**config.mk**
```make
export PLATFORM = sky130hd
export DESIGN_NAME = rational_arithmetic_unit_flat
export DESIGN_NICKNAME = d
export VERILOG_FILES = /design/src/rtl/rau_pkg.sv /design/src/rtl/rau_chan_if.sv /design/src/rtl/rau_mult.sv /design/src/rtl/rau_gcd_div.sv /design/src/rtl/rational_arithmetic_unit.sv /design/src/flat_wrapper.sv
export SDC_FILE = /design/constraint.sdc
export NUM_CORES = 2
export LEC_CHECK = 0
export ABC_AREA = 1
export BUFFER_PORTS_ARGS = -buffer_cell sky130_fd_sc_hd__buf_2
export CAP_MARGIN = 40
export CORE_UTILIZATION = 51
export DETAILED_ROUTE_END_ITERATION = 10
export PLACE_DENSITY = 0.7
export SYNTH_ARGS = -nofsm -noshare
export SYNTH_HDL_FRONTEND = slang
export SYNTH_SLANG_ARGS = --single-unit
```
**constraint.sdc**
```tcl
create_clock -name clock -period 15.3 [get_ports clock]
set_input_delay 1.53 -clock clock [delete_from_list [all_inputs] [get_ports clock]]
set_output_delay 1.53 -clock clock [all_outputs]
set_load 0.1 [all_outputs]
```
**src/rtl/rau_pkg.sv**
```systemverilog
// ----------------------------------------------------------------------------
// rau_pkg
// Shared types and codes of the rational arithmetic unit: command and order
// codes, result field widths, the result record and the engine status.
// ----------------------------------------------------------------------------
package rau_pkg;

   localparam int CMD_BITS     = 3;
   localparam int RES_NUM_BITS = 34;
   localparam int RES_DEN_BITS = 33;
   localparam int ORDER_BITS   = 2;

   // Command codes
   localparam logic [CMD_BITS-1:0] CMD_ADD   = 3'd0;
   localparam logic [CMD_BITS-1:0] CMD_SUB   = 3'd1;
   localparam logic [CMD_BITS-1:0] CMD_MUL   = 3'd2;
   localparam logic [CMD_BITS-1:0] CMD_DIV   = 3'd3;
   localparam logic [CMD_BITS-1:0] CMD_NEG   = 3'd4;
   localparam logic [CMD_BITS-1:0] CMD_RECIP = 3'd5;
   localparam logic [CMD_BITS-1:0] CMD_CMP   = 3'd6;

   // Compare result codes
   localparam logic [ORDER_BITS-1:0] ORD_LESS    = 2'd0;
   localparam logic [ORDER_BITS-1:0] ORD_EQUAL   = 2'd1;
   localparam logic [ORDER_BITS-1:0] ORD_GREATER = 2'd2;

   // Status codes
   localparam logic ST_OK    = 1'b0;
   localparam logic ST_ERROR = 1'b1;

   // Saturation limits of the result fields
   localparam logic [RES_NUM_BITS-1:0] NUM_MAX = {1'b0, {(RES_NUM_BITS-1){1'b1}}};
   localparam logic [RES_NUM_BITS-1:0] NUM_MIN = {1'b1, {(RES_NUM_BITS-1){1'b0}}};
   localparam logic [RES_DEN_BITS-1:0] DEN_MAX = {RES_DEN_BITS{1'b1}};

   typedef struct packed {
      logic signed [RES_NUM_BITS-1:0] res_num;
      logic [RES_DEN_BITS-1:0]        res_den;
      logic [ORDER_BITS-1:0]          order;
      logic                           status;
   } result_type;

   // Status of the gcd / exact-division engine
   typedef struct packed {
      logic busy;
      logic done;
   } eng_status_type;

endpackage

```
**src/rtl/rau_chan_if.sv**
```systemverilog
// ----------------------------------------------------------------------------
// rau_req_if / rau_rsp_if
// Valid/ready channels of the rational arithmetic unit: operand channel
// and result channel, each with a source and a sink modport.
// ----------------------------------------------------------------------------
interface rau_req_if #(parameter int OPERAND_BITS = 16);
   logic                             valid;
   logic                             ready;
   logic [rau_pkg::CMD_BITS-1:0]     command;
   logic signed [OPERAND_BITS-1:0]   a_num;
   logic signed [OPERAND_BITS-1:0]   a_den;
   logic signed [OPERAND_BITS-1:0]   b_num;
   logic signed [OPERAND_BITS-1:0]   b_den;

   modport source (output valid, command, a_num, a_den, b_num, b_den, input ready);
   modport sink   (input valid, command, a_num, a_den, b_num, b_den, output ready);
endinterface

interface rau_rsp_if;
   logic                                    valid;
   logic                                    ready;
   logic signed [rau_pkg::RES_NUM_BITS-1:0] res_num;
   logic [rau_pkg::RES_DEN_BITS-1:0]        res_den;
   logic [rau_pkg::ORDER_BITS-1:0]          order;
   logic                                    status;

   modport source (output valid, res_num, res_den, order, status, input ready);
   modport sink   (input valid, res_num, res_den, order, status, output ready);
endinterface

```
**src/rtl/rau_mult.sv**
```systemverilog
// ----------------------------------------------------------------------------
// rau_mult
// Shared signed multiplier with registered product; one product per cycle,
// available the cycle after the operands are presented.
// ----------------------------------------------------------------------------
module rau_mult #(
   parameter int IW = 17
) (
   input  logic                   clock,
   input  logic signed [IW-1:0]   op_a,
   input  logic signed [IW-1:0]   op_b,
   output logic signed [2*IW-1:0] prod
);

   logic signed [2*IW-1:0] prod_in;
   logic signed [2*IW-1:0] prod_ff;

   // full-width signed product
   assign prod_in = op_a * op_b;

   always_ff @(posedge clock) begin
      prod_ff <= prod_in;
   end

   assign prod = prod_ff;

endmodule

```
**src/rtl/rau_gcd_div.sv**
```systemverilog
// ----------------------------------------------------------------------------
// rau_gcd_div
// Reduction engine: binary gcd g of two nonzero magnitudes, then, unless g is
// one, exact restoring division of both by g, on one shared subtractor.
// ----------------------------------------------------------------------------
module rau_gcd_div #(
   parameter int MW = 32
) (
   input  logic                    clock,
   input  logic                    reset,
   input  logic                    start,
   input  logic [MW-1:0]           num_mag,
   input  logic [MW-1:0]           den_mag,
   output rau_pkg::eng_status_type eng_status,
   output logic [MW-1:0]           num_red,
   output logic [MW-1:0]           den_red
);

   localparam int CW = $clog2(MW + 1);

   localparam logic [2:0] E_IDLE  = 3'd0;
   localparam logic [2:0] E_TZ    = 3'd1;
   localparam logic [2:0] E_LOOP  = 3'd2;
   localparam logic [2:0] E_SCALE = 3'd3;
   localparam logic [2:0] E_DIVN  = 3'd4;
   localparam logic [2:0] E_DIVD  = 3'd5;
   localparam logic [2:0] E_DONE  = 3'd6;

   logic [2:0]    state_ff, state_in;
   logic [MW-1:0] x_ff, x_in;
   logic [MW-1:0] y_ff, y_in;
   logic [MW-1:0] g_ff, g_in;
   logic [MW-1:0] ns_ff, ns_in;
   logic [MW-1:0] ds_ff, ds_in;
   logic [MW-1:0] quo_ff, quo_in;
   logic [MW-1:0] rem_ff, rem_in;
   logic [MW-1:0] nq_ff, nq_in;
   logic [CW-1:0] k_ff, k_in;
   logic [CW-1:0] cnt_ff, cnt_in;

   logic          in_div;
   logic [MW:0]   sub_a;
   logic [MW:0]   sub_b;
   logic [MW+1:0] sub_d;
   logic          borrow;
   logic [MW-1:0] abs_diff;
   logic [MW-1:0] div_rem;
   logic [MW-1:0] div_quo;
   logic [MW-1:0] scaled;

   // shared subtractor: gcd difference or division trial
   assign in_div = (state_ff == E_DIVN) || (state_ff == E_DIVD);
   assign sub_a  = in_div ? {rem_ff, quo_ff[MW-1]} : {1'b0, y_ff};
   assign sub_b  = in_div ? {1'b0, g_ff} : {1'b0, x_ff};
   assign sub_d  = {1'b0, sub_a} - {1'b0, sub_b};
   assign borrow = sub_d[MW+1];

   assign abs_diff = borrow ? (MW'(0) - sub_d[MW-1:0]) : sub_d[MW-1:0];
   assign div_rem  = borrow ? sub_a[MW-1:0] : sub_d[MW-1:0];
   assign div_quo  = {quo_ff[MW-2:0], ~borrow};
   assign scaled   = x_ff << k_ff;

   // sequencer
   always_comb begin
      state_in = state_ff;
      x_in     = x_ff;
      y_in     = y_ff;
      g_in     = g_ff;
      ns_in    = ns_ff;
      ds_in    = ds_ff;
      quo_in   = quo_ff;
      rem_in   = rem_ff;
      nq_in    = nq_ff;
      k_in     = k_ff;
      cnt_in   = cnt_ff;
      unique case (state_ff)
         E_IDLE: begin
            if (start) begin
               x_in     = num_mag;
               y_in     = den_mag;
               ns_in    = num_mag;
               ds_in    = den_mag;
               k_in     = '0;
               state_in = E_TZ;
            end
         end
         // strip common factors of two
         E_TZ: begin
            if (!x_ff[0] && !y_ff[0]) begin
               x_in = x_ff >> 1;
               y_in = y_ff >> 1;
               k_in = k_ff + CW'(1);
            end else begin
               state_in = E_LOOP;
            end
         end
         // odd-part gcd: shift out twos, else subtract and halve
         E_LOOP: begin
            priority if (y_ff == '0) begin
               state_in = E_SCALE;
            end else if (!x_ff[0]) begin
               x_in = x_ff >> 1;
            end else if (!y_ff[0]) begin
               y_in = y_ff >> 1;
            end else begin
               if (borrow) begin
                  x_in = y_ff;
               end
               y_in = abs_diff >> 1;
            end
         end
         E_SCALE: begin
            g_in = scaled;
            if (scaled == MW'(1)) begin
               nq_in    = ns_ff;
               quo_in   = ds_ff;
               state_in = E_DONE;
            end else begin
               rem_in   = '0;
               quo_in   = ns_ff;
               cnt_in   = CW'(MW);
               state_in = E_DIVN;
            end
         end
         E_DIVN: begin
            rem_in = div_rem;
            quo_in = div_quo;
            cnt_in = cnt_ff - CW'(1);
            if (cnt_ff == CW'(1)) begin
               nq_in    = div_quo;
               quo_in   = ds_ff;
               rem_in   = '0;
               cnt_in   = CW'(MW);
               state_in = E_DIVD;
            end
         end
         E_DIVD: begin
            rem_in = div_rem;
            quo_in = div_quo;
            cnt_in = cnt_ff - CW'(1);
            if (cnt_ff == CW'(1)) begin
               state_in = E_DONE;
            end
         end
         E_DONE: begin
            state_in = E_IDLE;
         end
         default: begin
            state_in = E_IDLE;
         end
      endcase
   end

   always_ff @(posedge clock) begin
      if (reset) begin
         state_ff <= E_IDLE;
      end else begin
         state_ff <= state_in;
      end
   end

   always_ff @(posedge clock) begin
      x_ff   <= x_in;
      y_ff   <= y_in;
      g_ff   <= g_in;
      ns_ff  <= ns_in;
      ds_ff  <= ds_in;
      quo_ff <= quo_in;
      rem_ff <= rem_in;
      nq_ff  <= nq_in;
      k_ff   <= k_in;
      cnt_ff <= cnt_in;
   end

   assign eng_status.busy = (state_ff != E_IDLE);
   assign eng_status.done = (state_ff == E_DONE);
   assign num_red         = nq_ff;
   assign den_red         = quo_ff;

endmodule

```
**src/rtl/rational_arithmetic_unit.sv**
```systemverilog
// ----------------------------------------------------------------------------
// rational_arithmetic_unit
// Fraction add, subtract, multiply, divide, negate, reciprocal and compare
// with the result reduced by the gcd of numerator and denominator.
// ----------------------------------------------------------------------------
// Usage:
//   req_chan carries a command and two fractions a_num/a_den, b_num/b_den;
//   a transfer happens when valid and ready are both high. rsp_chan carries
//   one result per request: reduced res_num/res_den, order for compare and
//   status (set for a zero denominator, divide by zero or unused command).
//   One request is in work at a time; req_chan.ready is high only while the
//   sequencer is idle, and a finished result may still be waiting on rsp_chan.
//   Errors skip the products and go straight to the result hand-over; compare
//   results finish after the products, zero results at the reduce step and
//   others after the reduction. The reduction is a binary gcd on a shared
//   subtractor followed by two restoring divisions of 2*OPERAND_BITS steps
//   each, left out when the gcd is one. Products come from one shared
//   registered multiplier, three per request that is not an error. Reset
//   clears the sequencer and empties the result register. A stalled
//   rsp_chan holds its result; the next result waits in the sequencer.
// ----------------------------------------------------------------------------
module rational_arithmetic_unit #(
   parameter int OPERAND_BITS = 16
) (
   input  logic       clock,
   input  logic       reset,
   rau_req_if.sink    req_chan,
   rau_rsp_if.source  rsp_chan
);

   localparam int OW  = OPERAND_BITS + 1;
   localparam int PW  = 2 * OW;
   localparam int MW  = 2 * OPERAND_BITS;
   localparam int XW  = (MW + 1 > rau_pkg::RES_NUM_BITS + 1) ? MW + 1
                                                             : rau_pkg::RES_NUM_BITS + 1;
   localparam int DXW = (MW > rau_pkg::RES_DEN_BITS + 1) ? MW : rau_pkg::RES_DEN_BITS + 1;

   localparam logic [2:0] S_IDLE   = 3'd0;
   localparam logic [2:0] S_MUL0   = 3'd1;
   localparam logic [2:0] S_MUL1   = 3'd2;
   localparam logic [2:0] S_MUL2   = 3'd3;
   localparam logic [2:0] S_SIGN   = 3'd4;
   localparam logic [2:0] S_REDUCE = 3'd5;
   localparam logic [2:0] S_WAIT   = 3'd6;
   localparam logic [2:0] S_FINISH = 3'd7;

   localparam logic signed [OW-1:0] ONE       = OW'(1);
   localparam logic signed [OW-1:0] MINUS_ONE = '1;

   logic [2:0]                    state_ff, state_in;
   logic [rau_pkg::CMD_BITS-1:0]  cmd_ff, cmd_in;
   logic signed [OW-1:0]          an_ff, an_in;
   logic signed [OW-1:0]          ad_ff, ad_in;
   logic signed [OW-1:0]          bn_ff, bn_in;
   logic signed [OW-1:0]          bd_ff, bd_in;
   logic signed [PW-1:0]          acc_ff, acc_in;
   logic signed [PW-1:0]          num_ff, num_in;
   logic signed [PW-1:0]          den_ff, den_in;
   logic                          neg_ff, neg_in;
   rau_pkg::result_type           pend_ff, pend_in;
   rau_pkg::result_type           rsp_ff, rsp_in;
   logic                          rsp_valid_ff, rsp_valid_in;

   logic signed [OW-1:0]          a_num_x, a_den_x, b_num_x, b_den_x;
   logic signed [OW-1:0]          an_n, ad_n, bn_n, bd_n;
   logic                          req_err;
   logic                          req_xfer;

   logic signed [OW-1:0]          mul_a, mul_b;
   logic signed [PW-1:0]          prod;

   logic                          eng_start;
   rau_pkg::eng_status_type       eng_status;
   logic [MW-1:0]                 eng_num, eng_den;
   logic signed [PW-1:0]          num_abs;
   logic [MW-1:0]                 num_red_w;
   logic [MW-1:0]                 den_red_w;

   logic signed [MW:0]            num_s;
   logic signed [XW-1:0]          num_x;
   logic [DXW-1:0]                den_x;
   logic                          num_fits, den_fits;
   logic [rau_pkg::RES_NUM_BITS-1:0] num_sat;
   logic [rau_pkg::RES_DEN_BITS-1:0] den_sat;

   // operand capture: widen, move the denominator sign to the numerator
   assign a_num_x = OW'(req_chan.a_num);
   assign a_den_x = OW'(req_chan.a_den);
   assign b_num_x = OW'(req_chan.b_num);
   assign b_den_x = OW'(req_chan.b_den);
   assign an_n    = a_den_x[OW-1] ? -a_num_x : a_num_x;
   assign ad_n    = a_den_x[OW-1] ? -a_den_x : a_den_x;
   assign bn_n    = b_den_x[OW-1] ? -b_num_x : b_num_x;
   assign bd_n    = b_den_x[OW-1] ? -b_den_x : b_den_x;
   assign req_xfer = req_chan.valid && req_chan.ready;

   // request errors
   always_comb begin
      unique case (req_chan.command)
         rau_pkg::CMD_ADD, rau_pkg::CMD_SUB, rau_pkg::CMD_MUL, rau_pkg::CMD_CMP:
            req_err = (a_den_x == '0) || (b_den_x == '0);
         rau_pkg::CMD_DIV:
            req_err = (a_den_x == '0) || (b_den_x == '0) || (b_num_x == '0);
         rau_pkg::CMD_NEG:
            req_err = (a_den_x == '0);
         rau_pkg::CMD_RECIP:
            req_err = (a_den_x == '0) || (a_num_x == '0);
         default:
            req_err = 1'b1;
      endcase
   end

   // multiplier operand schedule: step 0 and 1 build the numerator, step 2
   // the denominator
   always_comb begin
      mul_a = '0;
      mul_b = '0;
      unique case (state_ff)
         S_MUL0: begin
            unique case (cmd_ff)
               rau_pkg::CMD_ADD, rau_pkg::CMD_SUB, rau_pkg::CMD_CMP, rau_pkg::CMD_DIV: begin
                  mul_a = an_ff;
                  mul_b = bd_ff;
               end
               rau_pkg::CMD_MUL: begin
                  mul_a = an_ff;
                  mul_b = bn_ff;
               end
               rau_pkg::CMD_NEG: begin
                  mul_a = an_ff;
                  mul_b = MINUS_ONE;
               end
               rau_pkg::CMD_RECIP: begin
                  mul_a = ad_ff;
                  mul_b = ONE;
               end
               default: ;
            endcase
         end
         S_MUL1: begin
            unique case (cmd_ff)
               rau_pkg::CMD_ADD, rau_pkg::CMD_SUB, rau_pkg::CMD_CMP: begin
                  mul_a = bn_ff;
                  mul_b = ad_ff;
               end
               default: ;
            endcase
         end
         S_MUL2: begin
            unique case (cmd_ff)
               rau_pkg::CMD_ADD, rau_pkg::CMD_SUB, rau_pkg::CMD_MUL, rau_pkg::CMD_CMP: begin
                  mul_a = ad_ff;
                  mul_b = bd_ff;
               end
               rau_pkg::CMD_DIV: begin
                  mul_a = ad_ff;
                  mul_b = bn_ff;
               end
               rau_pkg::CMD_NEG: begin
                  mul_a = ad_ff;
                  mul_b = ONE;
               end
               rau_pkg::CMD_RECIP: begin
                  mul_a = an_ff;
                  mul_b = ONE;
               end
               default: ;
            endcase
         end
         default: ;
      endcase
   end

   rau_mult #(
      .IW (OW)
   ) u_mult (
      .clock (clock),
      .op_a  (mul_a),
      .op_b  (mul_b),
      .prod  (prod)
   );

   // magnitudes for the reduction engine
   assign num_abs = num_ff[PW-1] ? -num_ff : num_ff;
   assign eng_num = num_abs[MW-1:0];
   assign eng_den = den_ff[MW-1:0];

   rau_gcd_div #(
      .MW (MW)
   ) u_gcd_div (
      .clock      (clock),
      .reset      (reset),
      .start      (eng_start),
      .num_mag    (eng_num),
      .den_mag    (eng_den),
      .eng_status (eng_status),
      .num_red    (num_red_w),
      .den_red    (den_red_w)
   );

   // sign restore and saturation of the reduced fraction
   assign num_s    = neg_ff ? -$signed({1'b0, num_red_w}) : $signed({1'b0, num_red_w});
   assign num_x    = XW'(num_s);
   assign num_fits = (&num_x[XW-1:rau_pkg::RES_NUM_BITS-1])
                     || !(|num_x[XW-1:rau_pkg::RES_NUM_BITS-1]);
   assign num_sat  = num_fits ? num_x[rau_pkg::RES_NUM_BITS-1:0]
                   : (num_x[XW-1] ? rau_pkg::NUM_MIN : rau_pkg::NUM_MAX);
   assign den_x    = DXW'(den_red_w);
   assign den_fits = !(|den_x[DXW-1:rau_pkg::RES_DEN_BITS]);
   assign den_sat  = den_fits ? den_x[rau_pkg::RES_DEN_BITS-1:0] : rau_pkg::DEN_MAX;

   // sequencer
   always_comb begin
      state_in     = state_ff;
      cmd_in       = cmd_ff;
      an_in        = an_ff;
      ad_in        = ad_ff;
      bn_in        = bn_ff;
      bd_in        = bd_ff;
      acc_in       = acc_ff;
      num_in       = num_ff;
      den_in       = den_ff;
      neg_in       = neg_ff;
      pend_in      = pend_ff;
      rsp_in       = rsp_ff;
      rsp_valid_in = rsp_valid_ff;
      eng_start    = 1'b0;

      if (rsp_valid_ff && rsp_chan.ready) begin
         rsp_valid_in = 1'b0;
      end

      unique case (state_ff)
         S_IDLE: begin
            if (req_xfer) begin
               cmd_in = req_chan.command;
               an_in  = an_n;
               ad_in  = ad_n;
               bn_in  = bn_n;
               bd_in  = bd_n;
               if (req_err) begin
                  pend_in.res_num = '0;
                  pend_in.res_den = '0;
                  pend_in.order   = rau_pkg::ORD_LESS;
                  pend_in.status  = rau_pkg::ST_ERROR;
                  state_in        = S_FINISH;
               end else begin
                  state_in = S_MUL0;
               end
            end
         end
         S_MUL0: begin
            state_in = S_MUL1;
         end
         S_MUL1: begin
            acc_in   = prod;
            state_in = S_MUL2;
         end
         S_MUL2: begin
            if (cmd_ff == rau_pkg::CMD_SUB || cmd_ff == rau_pkg::CMD_CMP) begin
               acc_in = acc_ff - prod;
            end else begin
               acc_in = acc_ff + prod;
            end
            state_in = S_SIGN;
         end
         // compare finishes here; otherwise make the denominator positive
         S_SIGN: begin
            if (cmd_ff == rau_pkg::CMD_CMP) begin
               pend_in.res_num = '0;
               pend_in.res_den = rau_pkg::RES_DEN_BITS'(1);
               pend_in.status  = rau_pkg::ST_OK;
               priority if (acc_ff[PW-1]) begin
                  pend_in.order = rau_pkg::ORD_LESS;
               end else if (acc_ff == '0) begin
                  pend_in.order = rau_pkg::ORD_EQUAL;
               end else begin
                  pend_in.order = rau_pkg::ORD_GREATER;
               end
               state_in = S_FINISH;
            end else begin
               if (prod[PW-1]) begin
                  num_in = -acc_ff;
                  den_in = -prod;
               end else begin
                  num_in = acc_ff;
                  den_in = prod;
               end
               state_in = S_REDUCE;
            end
         end
         // zero is 0/1; anything else goes through the engine
         S_REDUCE: begin
            if (num_ff == '0) begin
               pend_in.res_num = '0;
               pend_in.res_den = rau_pkg::RES_DEN_BITS'(1);
               pend_in.order   = rau_pkg::ORD_LESS;
               pend_in.status  = rau_pkg::ST_OK;
               state_in        = S_FINISH;
            end else begin
               neg_in    = num_ff[PW-1];
               eng_start = 1'b1;
               state_in  = S_WAIT;
            end
         end
         S_WAIT: begin
            if (eng_status.done) begin
               pend_in.res_num = num_sat;
               pend_in.res_den = den_sat;
               pend_in.order   = rau_pkg::ORD_LESS;
               pend_in.status  = rau_pkg::ST_OK;
               state_in        = S_FINISH;
            end
         end
         // hand over to the result register once it is free
         S_FINISH: begin
            if (!rsp_valid_ff || rsp_chan.ready) begin
               rsp_in       = pend_ff;
               rsp_valid_in = 1'b1;
               state_in     = S_IDLE;
            end
         end
         default: begin
            state_in = S_IDLE;
         end
      endcase
   end

   always_ff @(posedge clock) begin
      if (reset) begin
         state_ff     <= S_IDLE;
         rsp_valid_ff <= 1'b0;
      end else begin
         state_ff     <= state_in;
         rsp_valid_ff <= rsp_valid_in;
      end
   end

   always_ff @(posedge clock) begin
      cmd_ff  <= cmd_in;
      an_ff   <= an_in;
      ad_ff   <= ad_in;
      bn_ff   <= bn_in;
      bd_ff   <= bd_in;
      acc_ff  <= acc_in;
      num_ff  <= num_in;
      den_ff  <= den_in;
      neg_ff  <= neg_in;
      pend_ff <= pend_in;
      rsp_ff  <= rsp_in;
   end

   // channel outputs
   assign req_chan.ready   = (state_ff == S_IDLE);
   assign rsp_chan.valid   = rsp_valid_ff;
   assign rsp_chan.res_num = rsp_ff.res_num;
   assign rsp_chan.res_den = rsp_ff.res_den;
   assign rsp_chan.order   = rsp_ff.order;
   assign rsp_chan.status  = rsp_ff.status;

`ifndef SYNTHESIS
   // an error result has a zero numerator and a zero denominator
   a_err_zero : assert property (@(posedge clock) disable iff (reset)
      rsp_chan.valid && rsp_chan.status == rau_pkg::ST_ERROR
      |-> rsp_chan.res_den == '0 && rsp_chan.res_num == '0)
      else $error("error result with nonzero fields");

   // a good result never has a zero denominator
   a_ok_den : assert property (@(posedge clock) disable iff (reset)
      rsp_chan.valid && rsp_chan.status == rau_pkg::ST_OK |-> rsp_chan.res_den != '0)
      else $error("good result with zero denominator");

   // only one request in work at a time
   a_one_item : assert property (@(posedge clock) disable iff (reset)
      req_chan.valid && req_chan.ready |=> !req_chan.ready)
      else $error("second request taken while busy");

   // the engine finishes only while the sequencer waits for it
   a_done_wait : assert property (@(posedge clock) disable iff (reset)
      eng_status.done |-> state_ff == S_WAIT)
      else $error("engine done outside wait state");

   // the engine is free whenever a new reduction is launched
   a_eng_free : assert property (@(posedge clock) disable iff (reset)
      state_ff == S_REDUCE |-> !eng_status.busy)
      else $error("engine busy at launch");
`endif

endmodule

```
**src/flat_wrapper.sv**
```systemverilog
// flat-port wrapper written by rule: the top's interface ports become plain ports
module rational_arithmetic_unit_flat 
#(
   parameter int OPERAND_BITS = 16
)
  (clock, reset, req_chan_valid, req_chan_command, req_chan_a_num, req_chan_a_den, req_chan_b_num, req_chan_b_den, req_chan_ready, rsp_chan_valid, rsp_chan_res_num, rsp_chan_res_den, rsp_chan_order, rsp_chan_status, rsp_chan_ready);
  rau_req_if #(.OPERAND_BITS(OPERAND_BITS)) req_chan_i ();
  rau_rsp_if rsp_chan_i ();
  input  logic clock;
  input  logic reset;
  input wire logic [$bits(req_chan_i.valid)-1:0] req_chan_valid;
  input wire logic [$bits(req_chan_i.command)-1:0] req_chan_command;
  input wire logic [$bits(req_chan_i.a_num)-1:0] req_chan_a_num;
  input wire logic [$bits(req_chan_i.a_den)-1:0] req_chan_a_den;
  input wire logic [$bits(req_chan_i.b_num)-1:0] req_chan_b_num;
  input wire logic [$bits(req_chan_i.b_den)-1:0] req_chan_b_den;
  output wire logic [$bits(req_chan_i.ready)-1:0] req_chan_ready;
  output wire logic [$bits(rsp_chan_i.valid)-1:0] rsp_chan_valid;
  output wire logic [$bits(rsp_chan_i.res_num)-1:0] rsp_chan_res_num;
  output wire logic [$bits(rsp_chan_i.res_den)-1:0] rsp_chan_res_den;
  output wire logic [$bits(rsp_chan_i.order)-1:0] rsp_chan_order;
  output wire logic [$bits(rsp_chan_i.status)-1:0] rsp_chan_status;
  input wire logic [$bits(rsp_chan_i.ready)-1:0] rsp_chan_ready;
  assign req_chan_i.valid = req_chan_valid;
  assign req_chan_i.command = req_chan_command;
  assign req_chan_i.a_num = req_chan_a_num;
  assign req_chan_i.a_den = req_chan_a_den;
  assign req_chan_i.b_num = req_chan_b_num;
  assign req_chan_i.b_den = req_chan_b_den;
  assign req_chan_ready = req_chan_i.ready;
  assign rsp_chan_valid = rsp_chan_i.valid;
  assign rsp_chan_res_num = rsp_chan_i.res_num;
  assign rsp_chan_res_den = rsp_chan_i.res_den;
  assign rsp_chan_order = rsp_chan_i.order;
  assign rsp_chan_status = rsp_chan_i.status;
  assign rsp_chan_i.ready = rsp_chan_ready;
  rational_arithmetic_unit #(.OPERAND_BITS(OPERAND_BITS)) u_core (.clock(clock), .reset(reset), .req_chan(req_chan_i), .rsp_chan(rsp_chan_i));
endmodule
```
# Yosys cells after proc, flatten, opt, wreduce, memory -nomap -nowiden
# Index checks and enable logic that the tools add are counted.
# op_classes
n_reduce_logical	49
bitwise	3
mul	1
n_mux	78
addsub	14
n_shift	1
n_eq_ne	45
# ops
cell	n
32-bit 2-to-1 mux	21
32-bit one-hot mux with 3 select lines	4
70-bit 2-to-1 mux	5
70-bit one-hot mux with 4 select lines	1
17-bit one-hot mux with 3 select lines	3
17-bit logical NOT	4
34-bit logical NOT	2
17-bit 2-to-1 mux	4
34-bit 2-to-1 mux	2
16-bit negation with 17-bit output	4
17-bit one-hot mux with 2 select lines	2
17-bit one-hot mux with 4 select lines	1
34-bit one-hot mux with 2 select lines	1
33-bit 2-to-1 mux	2
32-bit negation	2
32-bit one-hot mux with 2 select lines	1
3-bit == test, second input constant	13
34-bit adder	1
17-bit by 17-bit multiplier with 34-bit output	1
34-bit negation	1
33-bit by 32-bit subtractor with 34-bit output	1
34-bit subtractor	1
32-bit negation with 33-bit output	1
32-bit by 1-bit == test with 1-bit output, second input constant	1
other kinds (39)	112
# totals
register_bits	621
word_cells	225
output_inout_bits	72
inputBits	71

# Depth between registers and ports, before layout
# depth
depth_word	10
mapped_depth	37
mapped_depth_nobuf	36

# Modules after synthesis
# A second synthesis with hierarchy kept.
# unflattened
hier_cells	6495
area_unflattened_um2	50612.3
# by_module_without_submodules
module	cells_per_inst	area_each_um2	n_inst	seq_area_each_um2
rational_arithmetic_unit	2420	19657.6	1	9328.9
rau_gcd_div	2409	18230.0	1	8107.8
rau_mult	1666	12724.7	1	680.7

# Worst setup path after synthesis
# OpenSTA, ideal clock, no wires.
# synth_timing
kind	input-to-reg
startpoint	input req_chan_a_num[1]
endpoint	register u_core.pend_ff[0] (netlist name) (enable)
stages	17
required_time_ps	14445
slack_ps	603
n_path_buf	0
setup_time_ps	855
arrival_ps	13842
path_cell_list	inv_1 ha_1 inv_1 nor3_1 inv_1 nor3_1 inv_1 nor4_1 nand2_1 nor2_1 ha_1 o21ai_0 nor2_1 nor2_1 nand2_1 nand2_1 a2111oi_0
# synth_between
elab_chain_len	5
# synth_lines
element	line_no	rtl
start, declared	flat_wrapper.sv:13	input wire logic [$bits(req_chan_i.a_num)-1:0] req_chan_a_num;
17-bit logical NOT	rational_arithmetic_unit.sv:107	req_err = (a_den_x == '0) || (a_num_x == '0);
1-bit logical OR	rational_arithmetic_unit.sv:107	
1-bit one-hot mux with 4 select lines	rational_arithmetic_unit.sv:99	unique case (req_chan.command)
2-bit != test (no line)	-	
6-bit AND reduction (no line)	-	
end signal, assigned	rational_arithmetic_unit.sv:349	pend_ff <= pend_in;
end, declared	rational_arithmetic_unit.sv:60	rau_pkg::result_type pend_ff, pend_in;
# No other way between the ends.
# A chain may end at the register's enable or synchronous reset.

# Worst setup path in the final report
# layout_timing
startpoint	register u_core.cmd_ff[2] (netlist name)
endpoint	register u_core.u_mult.prod_ff[26] (netlist: u_core.u_mult.prod[26])
# layout_between
elab_chain_len	5
elab_cells_between_ends	21
cone_classes	mul (1); eq/ne (6); mux (8); reduce/logical (6)
# layout_lines
element	line_no	rtl
start, declared	rational_arithmetic_unit.sv:51	logic [rau_pkg::CMD_BITS-1:0] cmd_ff, cmd_in;
start signal, assigned	rational_arithmetic_unit.sv:340	cmd_ff <= cmd_in;
3-bit by 2-bit == test with 1-bit output, or another cell as far along	rational_arithmetic_unit.sv:120, rational_arithmetic_unit.sv:150	
4-bit OR reduction, or another cell as far along	rational_arithmetic_unit.sv:120	unique case (cmd_ff)
17-bit one-hot mux with 4 select lines, or another cell as far along	rational_arithmetic_unit.sv:120	
17-bit one-hot mux with 3 select lines	rational_arithmetic_unit.sv:118	unique case (state_ff)
17-bit by 17-bit multiplier with 34-bit output (*)	rau_mult.sv:19	assign prod_in = op_a * op_b;
net u_core.u_mult.prod_in[26]	rau_mult.sv:15	logic signed [2*IW-1:0] prod_in;
end signal, assigned	rau_mult.sv:22	prod_ff <= prod_in;
end, declared	rau_mult.sv:16	logic signed [2*IW-1:0] prod_ff;
# The timed path passes the listed nets; every way through them passes the cells marked *.

==> qor.yml <==
status: "finished, final reports clean"
synth_warnings: 0
syn_nets: 6411
timing.setup.tns_ns: 0
insertion_delay_ns: 0.69
ys_ff_latch: 617
yosysTopAreaCellShare_pct: 35.3
cts_tree: "yes"
synth.avg_cell_area_um2: 8.34
synth-simple-area-share_pct: 20.4
drt_iter0_markers: 4133
yosys.area_share.xor_xnor_pct: 3.56
critPathKind: "reg -> reg"
die_w_um: 312
antenna_found_initial: 6
total_power_mw: 11.5
fin_crit_sh_pct: 54.7
critical_path.max_fanout: 20
rsz0062_at_grt: "no"
switching_share_pct: 51.0
drc_errors: 0
area_delta_synth_final_pct: 9.37
numCtsBuffers: 73
synth.area.top_cells: "edfxtp_1 35%, fa_1 12%, nand2_1 10%"
start_util_pct: 51.5
finalCoreUtilization_pct: 56.3
cts_root_buffer: "clkbuf_16"
grt_max_degree: 76
synth_compound_area_share_pct: 12.1
start_kind: "flip-flop"
overflow: 0
core_um2: 95200
pwr-share-seq_pct: 24.2
synthArstFlopShare_pct: 0
maxCapViolCount: 0
rrSetupSlack_ns: 6.93
grt_pass1_vias: 39443
synth_cell_types: 68
pin_count: 143
dpl-instance-area_um2: 51000
final.min_clock_period_ns: 8.37
drive_above_1_share_pct: 9.20
power_frac_comb_pct: 59.4
fin_area_um2: 53600
cts_resized: 0
p_leak_nw: 25.1
synth_most_common_cell: "nand2_1"
clock_sink_count: 617
cp.required_ns: 15.89
path_common_cell: "inv_1"
p_sw_mw: 5.87
die_y_um: 312
clk_pin_slew_ns: 0.06
drv_slew: 0
wl_mm: 144
synth-seq-area-share_pct: 37.0
track_usage_pct: 29.8
fp.dieArea_um2: 97300
synth_top_area_cell: "edfxtp_1"
fmax_mhz: 119
routed_via_density: 5.56
relSlewSlack_pct: 33.5
grt_pass1_wl_mm: 224
max_stage_delay_ns: 0.60
cp_slowest_cell: "o21ai_0"
synth_edf_count: 576
netlist_instances: 5876
cp.arrival_ns: 8.96
synth_fa_ha_area_share_pct: 16.4
synth_top_family_by_area: "simple AND/OR/NAND/NOR gates"
end_kind: "flip-flop"
synth_ff_type: "edfxtp_1"
setup-violations-final: 0
place_hpwl_mm: 113
diodes: 0
cts_max_level: 3
hold_viol: 0
ff2ff_path_depth: 32
gp_congestion: 1.00
intPower_mw: 5.63
numPortBuffers: 141
power_density_nw_per_um2: 214
peakVddDrop_uv: 149
antenna_left: 0
synth_top_cells_by_count: "1327 x nand2_1, 1060 x inv_1, 576 x edfxtp_1, 405 x nor2_1, 386 x o21ai_0"
drt_pass1_iterations: 8
fin_nets: 6476
fp-row-count: 113
wire_per_inst_um: 19.8
syn_area_um2: 49000
fin_skew_ns: 0.0606
worst_slew_pin_slew_ns: 0.997
holdBufCountCts: 0
postCtsSetupBuffers: 0
clock_path_buffers: 3
vias: 40411
clock_power_share_pct: 16.4
hold_depth: 0
synth.area.mux_share_pct: 0.0817
hold_path_class: "reg -> reg"
per-stage QoR:
stage / worst slack (ns) / hold WS (ns) / instances
final: 6.93 / 0.417 / 7263
after global routing: 6.15 / 0.417 / 7263
after CTS: 6.88 / 0.406 / 7262
after detailed placement: 6.87 / 0.405 / 7130
after global placement: 7.15 / 0.401 / 7111
after floorplan: 0.603 / 0.400 / 5876
per-layer routing:
metal | part of all wire, % | wire [um] | GRT usage (%) | up-vias
li1 | - | - | - | 19289
met5 | 0.019 | 27 | 0 | -
met1 | 41 | 59200 | 38.6 | 19188
met2 | 47 | 67000 | 49.0 | 1633
met4 | 5.2 | 7500 | 14.4 | 4
met3 | 7.1 | 10300 | 4.29 | 297
layout by cell type, fill, tap and decap left out, drive strengths merged, types with 41 or more instances in the layout:
cell,Yosys,routed
fa,298,298
dfxtp,41,41
ha,166,166
nand4,51,51
o211ai,88,88
nand2,1384,1384
xnor2,75,75
xor2,124,124
nor3,82,82
buf,98,204
o21ai,433,433
a22oi,54,54
inv,1083,1088
nand3,308,308
nor2,433,433
clkbuf,116,82
edfxtp,576,576
a21oi,212,212
kinds of logic after synthesis:
kind of cell / after synthesis
multiplexers: 4
other: 1
buffers and inverters: 1303
AO/OA/AOI/OAI: 951
XOR/XNOR: 199
flip-flops: 617
adder cells (fa/ha/maj): 464
AND/OR/NAND/NOR: 2337
critical path: cells and delay by family (launching register included):
| kind | cells | cell delay (ns) |
|---|---|---|
| compound gates | 8 | 2.21 |
| xor+xnor | 1 | 0.18 |
| fa+ha+maj | 7 | 3.12 |
| buf+inv | 10 | 1.62 |
| flops | 1 | 0.47 |
| simple gates | 6 | 0.70 |
state kept, by name, indices dropped and copies added (netlist names), 32 cells and up:
| register | flops |
|---|---|
| u_core.rsp_chan.res_num | 33 |
| u_core.u_gcd_div.rem_ff | 32 |
| u_core.u_gcd_div.ds_ff | 32 |
| u_core.den_ff | 32 |
| u_core.pend_ff | 68 |
| u_core.u_gcd_div.g_ff | 32 |
| u_core.u_gcd_div.num_red | 32 |
| u_core.rsp_chan.res_den | 32 |
| u_core.u_gcd_div.x_ff | 32 |
| u_core.u_gcd_div.ns_ff | 32 |
| u_core.u_gcd_div.den_red | 32 |
| u_core.u_gcd_div.y_ff | 32 |
| u_core.num_ff | 34 |
| u_core.u_mult.prod | 34 |
| u_core.acc_ff | 34 |
layout make-up:
class | count | area (um^2)
inverters | 1089 | 4090
multi-input cells | 3956 | 25800
repair buffers | 204 | 1350
flip-flops and latches | 617 | 18100
clock buffers | 82 | 1910
well taps | 1265 | 1580
clock inverters | 50 | 716
fillers | 8585 | 41600
worst paths after layout:
kind	start	end
worst min register to register	u_core.pend_ff[20]$_DFFE_PP_	u_core.rsp_chan.res_den[17]$_DFFE_PP_
worst min-delay path	u_core.pend_ff[20]$_DFFE_PP_	u_core.rsp_chan.res_den[17]$_DFFE_PP_
worst max register to register	u_core.cmd_ff[2]$_DFFE_PP_	u_core.u_mult.prod[26]$_DFF_P_
worst max-delay path	u_core.cmd_ff[2]$_DFFE_PP_	u_core.u_mult.prod[26]$_DFF_P_
power by group through the flow:
| stage | clock (mW) | combinational [mW] | sequential (mW) |
|---|---|---|---|
| 2_1_floorplan | 0 | 4.82 | 2.73 |
| 3_3_place_gp | 0 | 6.59 | 2.79 |
| 3_5_place_dp | 0 | 6.71 | 2.79 |
| 4_1_cts | 1.92 | 6.75 | 2.76 |
| 5_1_grt | 1.98 | 7.60 | 2.80 |
| 6_report | 1.89 | 6.83 | 2.78 |
No activity file was read; power rests on OpenSTA's default activity.
